<file path="src/assert_macros.svh">
// Assertion helpers used by the scanner RTL file.
`ifndef ASSERT_MACROS_SVH
`define ASSERT_MACROS_SVH

// Implication checked at every rising edge of clk, masked while rst is high.
`define ASSERT_IMPLY(label, ante, cons, msg) \
  label: assert property (@(posedge clk) disable iff (rst) (ante) |-> (cons)) \
    else $error(msg);

// Consequence checked in the cycle after the antecedent.
`define ASSERT_NEXT(label, ante, cons, msg) \
  label: assert property (@(posedge clk) disable iff (rst) (ante) |=> (cons)) \
    else $error(msg);

`endif

</file>
<file path="src/kdcs_pkg.sv">
package kdcs_pkg;

  typedef logic [3:0] code_t;

  localparam code_t CODE_NONE  = 4'd0;
  localparam code_t CODE_WIFI  = 4'd3;
  localparam code_t CODE_TOTAL = 4'd4;
  localparam code_t CODE_TARE  = 4'd8;
  localparam code_t CODE_CHORD = 4'd9;

  typedef enum logic [1:0] {
    FUNC_TICK = 2'd0,
    FUNC_WAKE = 2'd1,
    FUNC_TAKE = 2'd2
  } func_t;

  typedef enum logic {
    CFG_DEBOUNCE = 1'b0,
    CFG_STUCK    = 1'b1
  } cfg_index_t;

  localparam logic [15:0] DEBOUNCE_RESET = 16'd40;
  localparam logic [31:0] STUCK_RESET    = 32'd15000;

  function automatic logic is_chord_part(code_t k);
    return (k == CODE_WIFI) || (k == CODE_TOTAL);
  endfunction

  function automatic logic held_off(code_t k, code_t supp);
    return (k == supp) || ((supp == CODE_CHORD) && is_chord_part(k));
  endfunction

  function automatic logic target_down(code_t target, logic [7:0] m);
    logic [2:0] idx;
    idx = 3'(target - 4'd1);
    if (target == CODE_NONE) return 1'b0;
    if (target == CODE_CHORD) return |m[3:2];
    if (target > CODE_TARE) return 1'b0;
    return m[idx];
  endfunction

  // Row-then-column priority scan; both row 1 keys together form the chord.
  function automatic code_t scan(logic [7:0] m, code_t supp);
    code_t k;
    code_t res;
    logic  found;
    res   = CODE_NONE;
    found = 1'b0;
    for (int r = 0; r < 4; r++) begin
      if (!found && r == 1 && m[3:2] == 2'b11 &&
          !held_off(CODE_WIFI, supp) && !held_off(CODE_TOTAL, supp)) begin
        res   = CODE_CHORD;
        found = 1'b1;
      end
      for (int c = 0; c < 2; c++) begin
        k = code_t'(r * 2 + c + 1);
        if (!found && m[r * 2 + c] && !held_off(k, supp)) begin
          res   = k;
          found = 1'b1;
        end
      end
    end
    return res;
  endfunction

endpackage

</file>
<file path="src/keypad_debounce_chord_scanner_unit.sv">
// Keypad scanner for a 4x2 matrix with debounce, chord key and stuck-key guard.
// Slave side: one command per transfer. tuser carries func (0 tick, 1 suppress
// the key held now, 2 take the pending event); tdata carries now_ms and the
// matrix snapshot. Master side: one result per command with the taken event,
// the debounced key and the suppression flag.
// Configuration: cfg_we, cfg_index and cfg_data write the debounce time (index 0,
// low 16 bits) or stuck_ms (index 1); write only while the block is idle.
// Throughput: one command per clock while the master side takes the results. The
// command lands in an input register, the whole update is one pass of compare
// and scan logic, and the result is then loaded into the result register, which
// drives m_tvalid.
// A stalled master side holds the result; one further command is still taken
// into the input register, after which s_tready drops until the result moves.
// Reset (rst, synchronous) empties both registers, clears all key state and
// loads a debounce time of 40 ms and stuck_ms = 15000.
module keypad_debounce_chord_scanner_unit
  import kdcs_pkg::*;
(
  input  logic        clk,
  input  logic        rst,
  input  logic        s_tvalid,
  output logic        s_tready,
  input  logic [39:0] s_tdata,   // [31:0] now_ms, [39:32] matrix
  input  logic [1:0]  s_tuser,   // [1:0] func
  output logic        m_tvalid,
  input  logic        m_tready,
  output logic [15:0] m_tdata,   // [3:0] event_code, [7:4] stable_code,
                                 // [8] suppress_active, [15:9] zero
  input  logic        cfg_we,
  input  logic        cfg_index,
  input  logic [31:0] cfg_data
);

`include "assert_macros.svh"

  // Configuration
  logic [15:0] debounce_lim;
  logic [31:0] stuck_ms;

  // Input register
  logic        in_valid;
  logic [1:0]  in_func;
  logic [31:0] in_now;
  logic [7:0]  in_matrix;

  // Output register
  logic        out_valid;
  logic [8:0]  out_data;

  // Key state
  code_t       raw_last;
  logic [31:0] raw_time;
  code_t       stable;
  logic [31:0] stable_time;
  code_t       supp;
  logic [31:0] rel_time;
  code_t       pend;

  code_t       raw_last_next;
  logic [31:0] raw_time_next;
  code_t       stable_next;
  logic [31:0] stable_time_next;
  code_t       supp_next;
  logic [31:0] rel_time_next;
  code_t       pend_next;
  code_t       ev_next;

  logic        process;

  assign process  = in_valid && (!out_valid || m_tready);
  assign s_tready = !in_valid || process;
  assign m_tvalid = out_valid;
  assign m_tdata  = {7'd0, out_data};

  always_comb begin
    code_t raw;
    code_t prev;
    code_t hold_key;
    logic  do_hold;

    raw_last_next    = raw_last;
    raw_time_next    = raw_time;
    stable_next      = stable;
    stable_time_next = stable_time;
    supp_next        = supp;
    rel_time_next    = rel_time;
    pend_next        = pend;
    ev_next          = CODE_NONE;
    raw              = CODE_NONE;
    prev             = CODE_NONE;
    hold_key         = CODE_NONE;
    do_hold          = 1'b0;

    unique case (in_func)
      FUNC_TICK: begin
        // Release tracking of the suppressed key; zero time means none seen.
        if (supp != CODE_NONE) begin
          if (target_down(supp, in_matrix)) begin
            rel_time_next = '0;
          end else if (rel_time == '0) begin
            rel_time_next = in_now;
          end else if ((in_now - rel_time) >= {16'd0, debounce_lim}) begin
            supp_next     = CODE_NONE;
            rel_time_next = '0;
          end
        end

        raw = scan(in_matrix, supp_next);
        if (raw != raw_last) begin
          raw_last_next = raw;
          raw_time_next = in_now;
        end

        if (raw != stable && (in_now - raw_time_next) >= {16'd0, debounce_lim}) begin
          prev             = stable;
          stable_next      = raw;
          stable_time_next = in_now;
          if (prev == CODE_CHORD) begin
            // Chord released: hold off both of its keys until let go
            supp_next     = CODE_CHORD;
            rel_time_next = '0;
            stable_next   = CODE_NONE;
            raw_last_next = CODE_NONE;
            raw_time_next = in_now;
            pend_next     = CODE_NONE;
          end else if (raw == CODE_NONE && is_chord_part(prev)) begin
            pend_next = prev;
          end else if (raw == CODE_CHORD && (prev == CODE_NONE || is_chord_part(prev))) begin
            pend_next = CODE_CHORD;
          end else if (prev == CODE_NONE && raw != CODE_NONE && !is_chord_part(raw)) begin
            pend_next = raw;
          end
        end

        if (stable_next != CODE_NONE && supp_next == CODE_NONE &&
            (in_now - stable_time_next) >= stuck_ms) begin
          do_hold  = 1'b1;
          hold_key = stable_next;
        end
      end
      FUNC_WAKE: begin
        do_hold  = 1'b1;
        hold_key = scan(in_matrix, supp);
      end
      FUNC_TAKE: begin
        ev_next   = pend;
        pend_next = CODE_NONE;
      end
      default: begin
      end
    endcase

    if (do_hold) begin
      supp_next        = is_chord_part(hold_key) ? CODE_CHORD : hold_key;
      rel_time_next    = '0;
      raw_last_next    = CODE_NONE;
      raw_time_next    = in_now;
      stable_next      = CODE_NONE;
      stable_time_next = in_now;
      pend_next        = CODE_NONE;
    end
  end

  always_ff @(posedge clk) begin
    if (rst) begin
      debounce_lim <= DEBOUNCE_RESET;
      stuck_ms     <= STUCK_RESET;
      in_valid     <= 1'b0;
      out_valid    <= 1'b0;
      raw_last     <= CODE_NONE;
      raw_time     <= '0;
      stable       <= CODE_NONE;
      stable_time  <= '0;
      supp         <= CODE_NONE;
      rel_time     <= '0;
      pend         <= CODE_NONE;
    end else begin
      if (cfg_we) begin
        unique case (cfg_index)
          CFG_DEBOUNCE: debounce_lim <= cfg_data[15:0];
          CFG_STUCK:    stuck_ms     <= cfg_data;
          default:      ;
        endcase
      end

      if (s_tvalid && s_tready) begin
        in_valid <= 1'b1;
      end else if (process) begin
        in_valid <= 1'b0;
      end

      if (process) begin
        out_valid   <= 1'b1;
        raw_last    <= raw_last_next;
        raw_time    <= raw_time_next;
        stable      <= stable_next;
        stable_time <= stable_time_next;
        supp        <= supp_next;
        rel_time    <= rel_time_next;
        pend        <= pend_next;
      end else if (m_tready) begin
        out_valid <= 1'b0;
      end
    end
  end

  // Payload registers
  always_ff @(posedge clk) begin
    if (s_tvalid && s_tready) begin
      in_func   <= s_tuser;
      in_now    <= s_tdata[31:0];
      in_matrix <= s_tdata[39:32];
    end
    if (process) begin
      out_data <= {supp_next != CODE_NONE, stable_next, ev_next};
    end
  end

  `ASSERT_IMPLY(a_supp_no_part, 1'b1, supp != CODE_WIFI && supp != CODE_TOTAL,
    "single chord key held off instead of the chord")
  `ASSERT_IMPLY(a_rel_idle, supp == CODE_NONE, rel_time == '0,
    "release time kept with nothing held off")
  `ASSERT_IMPLY(a_codes_range, 1'b1, pend <= CODE_CHORD && stable <= CODE_CHORD,
    "key code out of range")
  `ASSERT_NEXT(a_take_clears, process && in_func == FUNC_TAKE, pend == CODE_NONE,
    "pending event survived a take")
  `ASSERT_NEXT(a_result_follows, process, out_valid,
    "processed command left no result")

endmodule

</file>
<file path="config.mk">
export PLATFORM = sky130hd
export DESIGN_NAME = keypad_debounce_chord_scanner_unit
export DESIGN_NICKNAME = d
export VERILOG_FILES = /design/src/kdcs_pkg.sv /design/src/keypad_debounce_chord_scanner_unit.sv
export VERILOG_INCLUDE_DIRS = /design/src /design/src/src
export SDC_FILE = /design/constraint.sdc
export NUM_CORES = 1
export LEC_CHECK = 0
export BUFFER_PORTS_ARGS = -buffer_cell sky130_fd_sc_hd__buf_2
export CORE_MARGIN = 3
export CORE_UTILIZATION = 60
export DETAILED_ROUTE_END_ITERATION = 12
export GPL_TIMING_DRIVEN = 0
export PLACE_DENSITY = 0.8
export SETUP_SLACK_MARGIN = 0.1
export SLEW_MARGIN = 20
export SYNTH_ARGS = -nofsm -noshare
export SYNTH_HDL_FRONTEND = slang
export SYNTH_SLANG_ARGS = --single-unit
</file>
<file path="constraint.sdc">
create_clock -name clk -period 22.7 [get_ports clk]
set_input_delay 4.54 -clock clk [delete_from_list [all_inputs] [get_ports clk]]
set_output_delay 4.54 -clock clk [all_outputs]
set_load 0.1 [all_outputs]
</file>
Word level (Yosys, flattened, before mapping) --
Cells that the tools add are included.
Storage, ports and cells: flip-flop bits (word level) 213, input port bits 80, output and inout bits 18, word-level logic and storage cells 295
Operators by class: add/subtract/negate cells 4, $lt $le $gt $ge 5, equality and inequality tests 33, muxes and demuxes 127, bitwise gates (word level) 1, reduce and logical (&&, ||, !) cells 109
Operator list (count):
- $mux 32 | 18
- $mux 4 | 45
- $sub 32x32->32 | 3
- $ge 32x16->1 | 2
- $mux 1 | 60
- $logic_and 1x1->1 | 45
- $logic_not 1->1 | 35
- $eq 3x4->1 const A | 8
- $ge 32x32->1 | 1
- $logic_not 32->1 | 1
- $eq 2x4->1 const A | 4
- $eq 4x4->1 const B | 4
- $logic_not 4->1 | 4
- $pmux 4 s2 | 2
- $reduce_bool 4->1 | 4
- $eq 4x2->1 const B | 3
- $eq 4x3->1 const B | 3
- $logic_or 1x1->1 | 10
- $eq 1x4->1 const A | 2
- $eq 4x4->1 const A | 2
- $ne 4x4->1 | 2
- $ne 6x6->1 const B | 1
- $reduce_and 2->1 | 3
- $reduce_bool 2->1 | 3
- 13 further kinds | 14

Longest topological paths before layout --
word-level depth 83, gate-level depth with buffers 95, depth with buffers taken out 89

Least setup slack after synthesis --
No wires, ideal clock.
path kind register to register, start point register in_now[1], end point register rel_time[21], library setup time 63 ps, arrival 16829 ps, data required time 22637 ps, path slack 5807 ps, cell stages (with the launch flop) 90, path buffers 5, clock period less this slack 16893 ps, path through edfxtp_1 -> clkbuf_1 -> inv_1 -> fa_1 -> nand2b_1 -> a21oi_1 -> o21ai_0 -> nor2b_1 -> xnor2_1 -> ha_1 -> a21oi_1 -> nand2_1 -> a211oi_1 -> o21ai_0 -> a211oi_1 -> nand4_1 -> or4_1 -> or2_1 -> (+54 left out) -> o21ai_0 -> nand2b_1 -> a21oi_1 -> nor2b_1 -> o21ai_0 -> nand2b_1 -> a21oi_1 -> o21ai_0 -> a21oi_1 -> o21ai_0 -> a31oi_1 -> a41o_2 -> a21oi_2 -> or2_4 -> o21ai_1 -> buf_4 -> a22oi_1 -> nor2_2
Between the ends: longest elaborated chain between the ends 68, elaborated cells on any way between the ends 111, classes of those cells 3 x add/sub; 3 x order compare; 11 x eq/ne; 51 x mux; 43 x reduce/logical
Ends and longest elaborated chain:
- from (decl) | RTL line keypad_debounce_chord_scanner_unit.sv:43 | logic [31:0] in_now;
- from (signal assigned) | RTL line keypad_debounce_chord_scanner_unit.sv:211 | in_now <= s_tdata[31:0];
- $sub 32x32->32 | RTL line keypad_debounce_chord_scanner_unit.sv:102 | end else if ((in_now - rel_time) >= {16'd0, debounce_lim}) begin
- $ge 32x16->1 | RTL line keypad_debounce_chord_scanner_unit.sv:102
- $mux 4 | RTL line keypad_debounce_chord_scanner_unit.sv:102
- $mux 4 | RTL line keypad_debounce_chord_scanner_unit.sv:100 | end else if (rel_time == '0) begin
- $mux 4 | RTL line keypad_debounce_chord_scanner_unit.sv:98 | if (target_down(supp, in_matrix)) begin
- $mux 4 | RTL line keypad_debounce_chord_scanner_unit.sv:97 | if (supp != CODE_NONE) begin
- $mux 4 | RTL line keypad_debounce_chord_scanner_unit.sv:94 | unique case (in_func)
- $eq 1x4->1 | RTL line kdcs_pkg.sv:30 | return (k == supp) || ((supp == CODE_CHORD) && is_chord_part(k));
- (+52 left out)
- $mux 32 or $mux 4 (tied branches) | RTL line keypad_debounce_chord_scanner_unit.sv:94
- $sub 32x32->32, or another cell as far along | RTL line keypad_debounce_chord_scanner_unit.sv:136 | (in_now - stable_time_next) >= stuck_ms) begin
- $ge 32x32->1 or $logic_and 1x1->1 (tied branches) | RTL line keypad_debounce_chord_scanner_unit.sv:136, keypad_debounce_chord_scanner_unit.sv:135
- $logic_and 1x1->1 | RTL line keypad_debounce_chord_scanner_unit.sv:135 | if (stable_next != CODE_NONE && supp_next == CODE_NONE &&
- $mux 1 | RTL line keypad_debounce_chord_scanner_unit.sv:135
- $pmux 1 s2 | RTL line keypad_debounce_chord_scanner_unit.sv:94
- $reduce_bool 2->1 (no line)
- $reduce_and 2->1 (no line)
- to (signal assigned) | RTL line keypad_debounce_chord_scanner_unit.sv:199 | rel_time <= rel_time_next;
- to (decl) | RTL line keypad_debounce_chord_scanner_unit.sv:56 | logic [31:0] rel_time;
Parallel ways exist; a longest one is shown, timed or not. The select of a mux whose other input is x is not followed. A chain may end at the register's enable or synchronous reset.

Worst setup path after layout --
start point register in_now[1], end point register raw_time[10]
Between the ends: longest elaborated chain between the ends 68, elaborated cells on any way between the ends 107, classes of those cells 3 x add/sub; 3 x order compare; 11 x eq/ne; 47 x mux; 43 x reduce/logical
Ends and longest elaborated chain:
- $sub 32x32->32 | RTL line keypad_debounce_chord_scanner_unit.sv:102
- $ge 32x16->1 | RTL line keypad_debounce_chord_scanner_unit.sv:102
- $mux 4 | RTL line keypad_debounce_chord_scanner_unit.sv:102
- $mux 4 | RTL line keypad_debounce_chord_scanner_unit.sv:100
- $mux 4 | RTL line keypad_debounce_chord_scanner_unit.sv:98
- $mux 4 | RTL line keypad_debounce_chord_scanner_unit.sv:97
- $mux 4 | RTL line keypad_debounce_chord_scanner_unit.sv:94
- $eq 1x4->1 | RTL line kdcs_pkg.sv:30
- (+52 left out)
- $mux 32 or $mux 4 (tied branches) | RTL line keypad_debounce_chord_scanner_unit.sv:94
- $sub 32x32->32, or another cell as far along | RTL line keypad_debounce_chord_scanner_unit.sv:136
- $ge 32x32->1 or $logic_and 1x1->1 (tied branches) | RTL line keypad_debounce_chord_scanner_unit.sv:136, keypad_debounce_chord_scanner_unit.sv:135
- $logic_and 1x1->1 | RTL line keypad_debounce_chord_scanner_unit.sv:135
- $mux 1 | RTL line keypad_debounce_chord_scanner_unit.sv:135
- $pmux 1 s2 | RTL line keypad_debounce_chord_scanner_unit.sv:94
- $reduce_bool 2->1 (no line)
- $reduce_and 2->1 (no line)
- to (signal assigned) | RTL line keypad_debounce_chord_scanner_unit.sv:195 | raw_time <= raw_time_next;
- to (decl) | RTL line keypad_debounce_chord_scanner_unit.sv:52 | logic [31:0] raw_time;
Parallel ways exist; a longest one is shown, timed or not. The select of a mux whose other input is x is not followed.

==> flow_metrics.tcl <==
set metrics [dict create \
    power.ir.vdd_worst_mv 0.0624 \
    route.final.wire_length_mm 50.8 \
    floorplan.core_area_um2 27900 \
    syn2layout_area_growth_pct 10.5 \
    post_synth_most_frequent_cells "sky130_fd_sc_hd__nand2_1 (312), sky130_fd_sc_hd__a21oi_1 (213), sky130_fd_sc_hd__nor2_1 (182)" \
    top_layer_used "met5" \
    num_io_pins 98 \
    ys.warnings.count 0 \
    path_class "reg2reg" \
    synth_area_leaders "sky130_fd_sc_hd__dfxtp_1 (19%), sky130_fd_sc_hd__ha_1 (11%), sky130_fd_sc_hd__edfxtp_1 (9.0%), sky130_fd_sc_hd__nand2_1 (6.9%), sky130_fd_sc_hd__a21oi_1 (6.2%)" \
    grt_first_pass_wirelength_mm 80.4 \
    dr_total_vias 16600 \
    finalCoreUtilization 0.676 \
    ys_ff_latch 213 \
    synth_edf_count 51 \
    cp_data_arrival_time_ps 21530 \
    dp_hpwl_mm 40.0 \
    min_period_over_period 0.932 \
    drt_first_pass_iters 7 \
    synth-adder-area-share 0.115 \
    clk_pin_slew_ps 70 \
    clock_insertion_delay_worst_skew_ps 540 \
    cts_htree_levels 1 \
    clock_path_buffers 3 \
    p_leak_nw 7.69 \
    crit_family "compound AO/OA/AOI/OAI gates" \
    tightest_slew_ps 1130 \
    grt_overflow 0 \
    initial_utilization 0.612 \
    detail-route-antenna-nets 0 \
    global_route.usage.total 0.320 \
    dr_wl_met3_mm 3.59 \
    finalHoldViolations 0 \
    first_global_vias 15500 \
    fin_nets 2511 \
    fin_setup_tns_ps 0 \
    syn_avg_cell_area_um2 7.91 \
    maxCapViolations 0 \
    postSynth.asyncResetShare 0 \
    clock_skew_ps 27.7 \
    pin_count_of_the_biggest_net_entering_global_routing 30 \
    holdCritPathClass "reg2reg" \
    finalSetupViolCount 0 \
    timing_max_transition_violations_final 0 \
    yosysUniqueCellTypes 100 \
    achievable-frequency_ghz 0.0473 \
    detail_route.drc_violations 0 \
    critPathSlowestCell "sky130_fd_sc_hd__or4_1" \
    yosysMostFrequentCell "sky130_fd_sc_hd__nand2_1" \
    synthSimpleGateAreaFrac 0.205 \
    postSynth.topFlopCell "sky130_fd_sc_hd__dfxtp_1" \
    status "completed" \
    max-slew-margin-rel 0.242 \
    dieHeight_um 175 \
    numClockSinks 213 \
    synth_area_leader_cell "sky130_fd_sc_hd__dfxtp_1" \
    compound_gate_portion_of_the_synthesized_area 0.245 \
    synthDominantCellAreaShare 0.190 \
    crit_path_max_incr_delay_ps 620 \
    dr.first_iter.drc_count 1421 \
    cp.required_ps 23080 \
    number_of_hold_repair_buffers_added_at_the_cts_stage 0 \
    post_route_cells_drive_above_1_share 0.0974 \
    floorplan.die.width_um 175 \
    cts.root.buffer_cell "sky130_fd_sc_hd__clkbuf_16" \
    rsz0062_at_grt "no" \
    post_synth_mux_area_share 0.0573 \
    portion_of_the_post_synthesis_area_used_by_sequential_elements 0.279 \
    tritoncts "yes" \
    antenna_cells 0 \
    initial_antenna_violation_count 2 \
    cp.buffers_inverters 7 \
    gp_routability_congestion 0.999 \
    syn_area_um2 17100 \
    std_cell_rows 61 \
    vias_per_cell 6.21 \
    numCtsBuffers 24 \
    number_of_instances_in_the_synthesized_netlist 2160 \
    pwr_density_cell_nw_per_um2 67.3 \
    largest_family_of_logic_cells_by_synthesized_area "compound AO/OA/AOI/OAI gates" \
    timing.critical_path.fanout_max 10 \
    route.layer.met1.wl_mm 21.4 \
    floorplan.die_area_um2 30600 \
    wl_per_cell_um 19.0 \
    number_of_buffers_inserted_by_port_buffering 89 \
    critical_path.endpoint_type "register" \
    post_synth_xor_xnor_area 0.0414 \
    start_kind "register" \
    routed-wl-met2_mm 23.6 \
    post-route-min-period_ps 21150 \
    worst_hold_slack_ps 452 \
]
## layout make-up
type	count	area [um2]
inverters	127	477
fillers	2456	9040
well taps	378	473
multi-input cells	1717	11400
clock buffers	30	664
plain buffers	109	494
clock inverters	13	108
flip-flops and latches	213	4770
repair buffers	91	485
## final timing paths
path | start | end | slack, ps | depth (start not counted)
max | in_now[1] | raw_time[10] | 1550 | 92
min | stable_time[24] | stable_time[24] | 450 | 2
max reg2reg | in_now[1] | raw_time[10] | 1550 | 92
min reg2reg | stable_time[24] | stable_time[24] | 450 | 2
## state kept, by name (all words and copies together), names as in the netlist
register      count
raw_last          4
m_tvalid          1
debounce_lim     16
in_now           32
rel_time         32
in_func           2
out_data          9
stuck_ms         32
raw_time         32
stable            4
in_matrix         8
pend              4
stable_time      32
supp              4
in_valid          1
## worst register-to-register path: cells and delay by family, from the launching register on
family / cells / cell delay, ps
mux: 1 / 230
buf+inv: 7 / 1810
compound gates: 45 / 10060
fa+ha+maj: 11 / 3650
flops: 1 / 470
simple gates: 25 / 4300
xor+xnor: 3 / 470
## timing repair
action                                  in CTS  in global routing
endpoints found under the setup margin       0                117
setup buffers                                0                  1
gates resized for setup                      0                 10
## cell families after synthesis
family / after synthesis
compound gates: 622
xor+xnor: 80
fa+ha+maj: 159
buf+inv: 236
flops: 213
mux: 95
other cells: 1
simple gates: 754
## per-layer routing
layer	vias up	track usage
li1	7984	-
met1	7854	0.420
met2	661	0.543
met3	129	0.0356
met4	2	0.120
met5	-	0
## layout by cell type, fill, tap and decap left out, drive strengths merged, types with 23 or more instances in the layout
cell type	instances
xnor2	54
a22oi	39
a21o	62
clkbuf	111
nand2b	36
nor2	185
a31oi	23
nand2	312
buf	119
mux2i	90
xor2	26
edfxtp	51
o21ai	106
nor3	29
inv	127
nand3	30
and2	23
a21oi	217
ha	147
dfxtp	162
a211oi	25
nor2b	35
nand4	27
## power breakdown
| group | internal, mW | total, mW | switching (mW) |
|---|---|---|---|
| clock network | 0.219 | 0.384 | 0.165 |
| registers | 0.405 | 0.423 | 0.0183 |
| logic | 0.183 | 0.465 | 0.282 |
| total | 0.807 | 1.27 | 0.464 |
## stage by stage
stage                     setup slack, ps  instance area (um2)  std cells  power [mW]
after CTS                             680                18800       2677        1.26
after global placement                785                18000       2633       0.867
after floorplan                      5810                17100       2166       0.766
after detailed placement              819                18100       2634       0.881
after global routing                  143                18900       2678        1.34
final                                1550                18900       2678        1.27
Power figures use the tool's default switching activity.
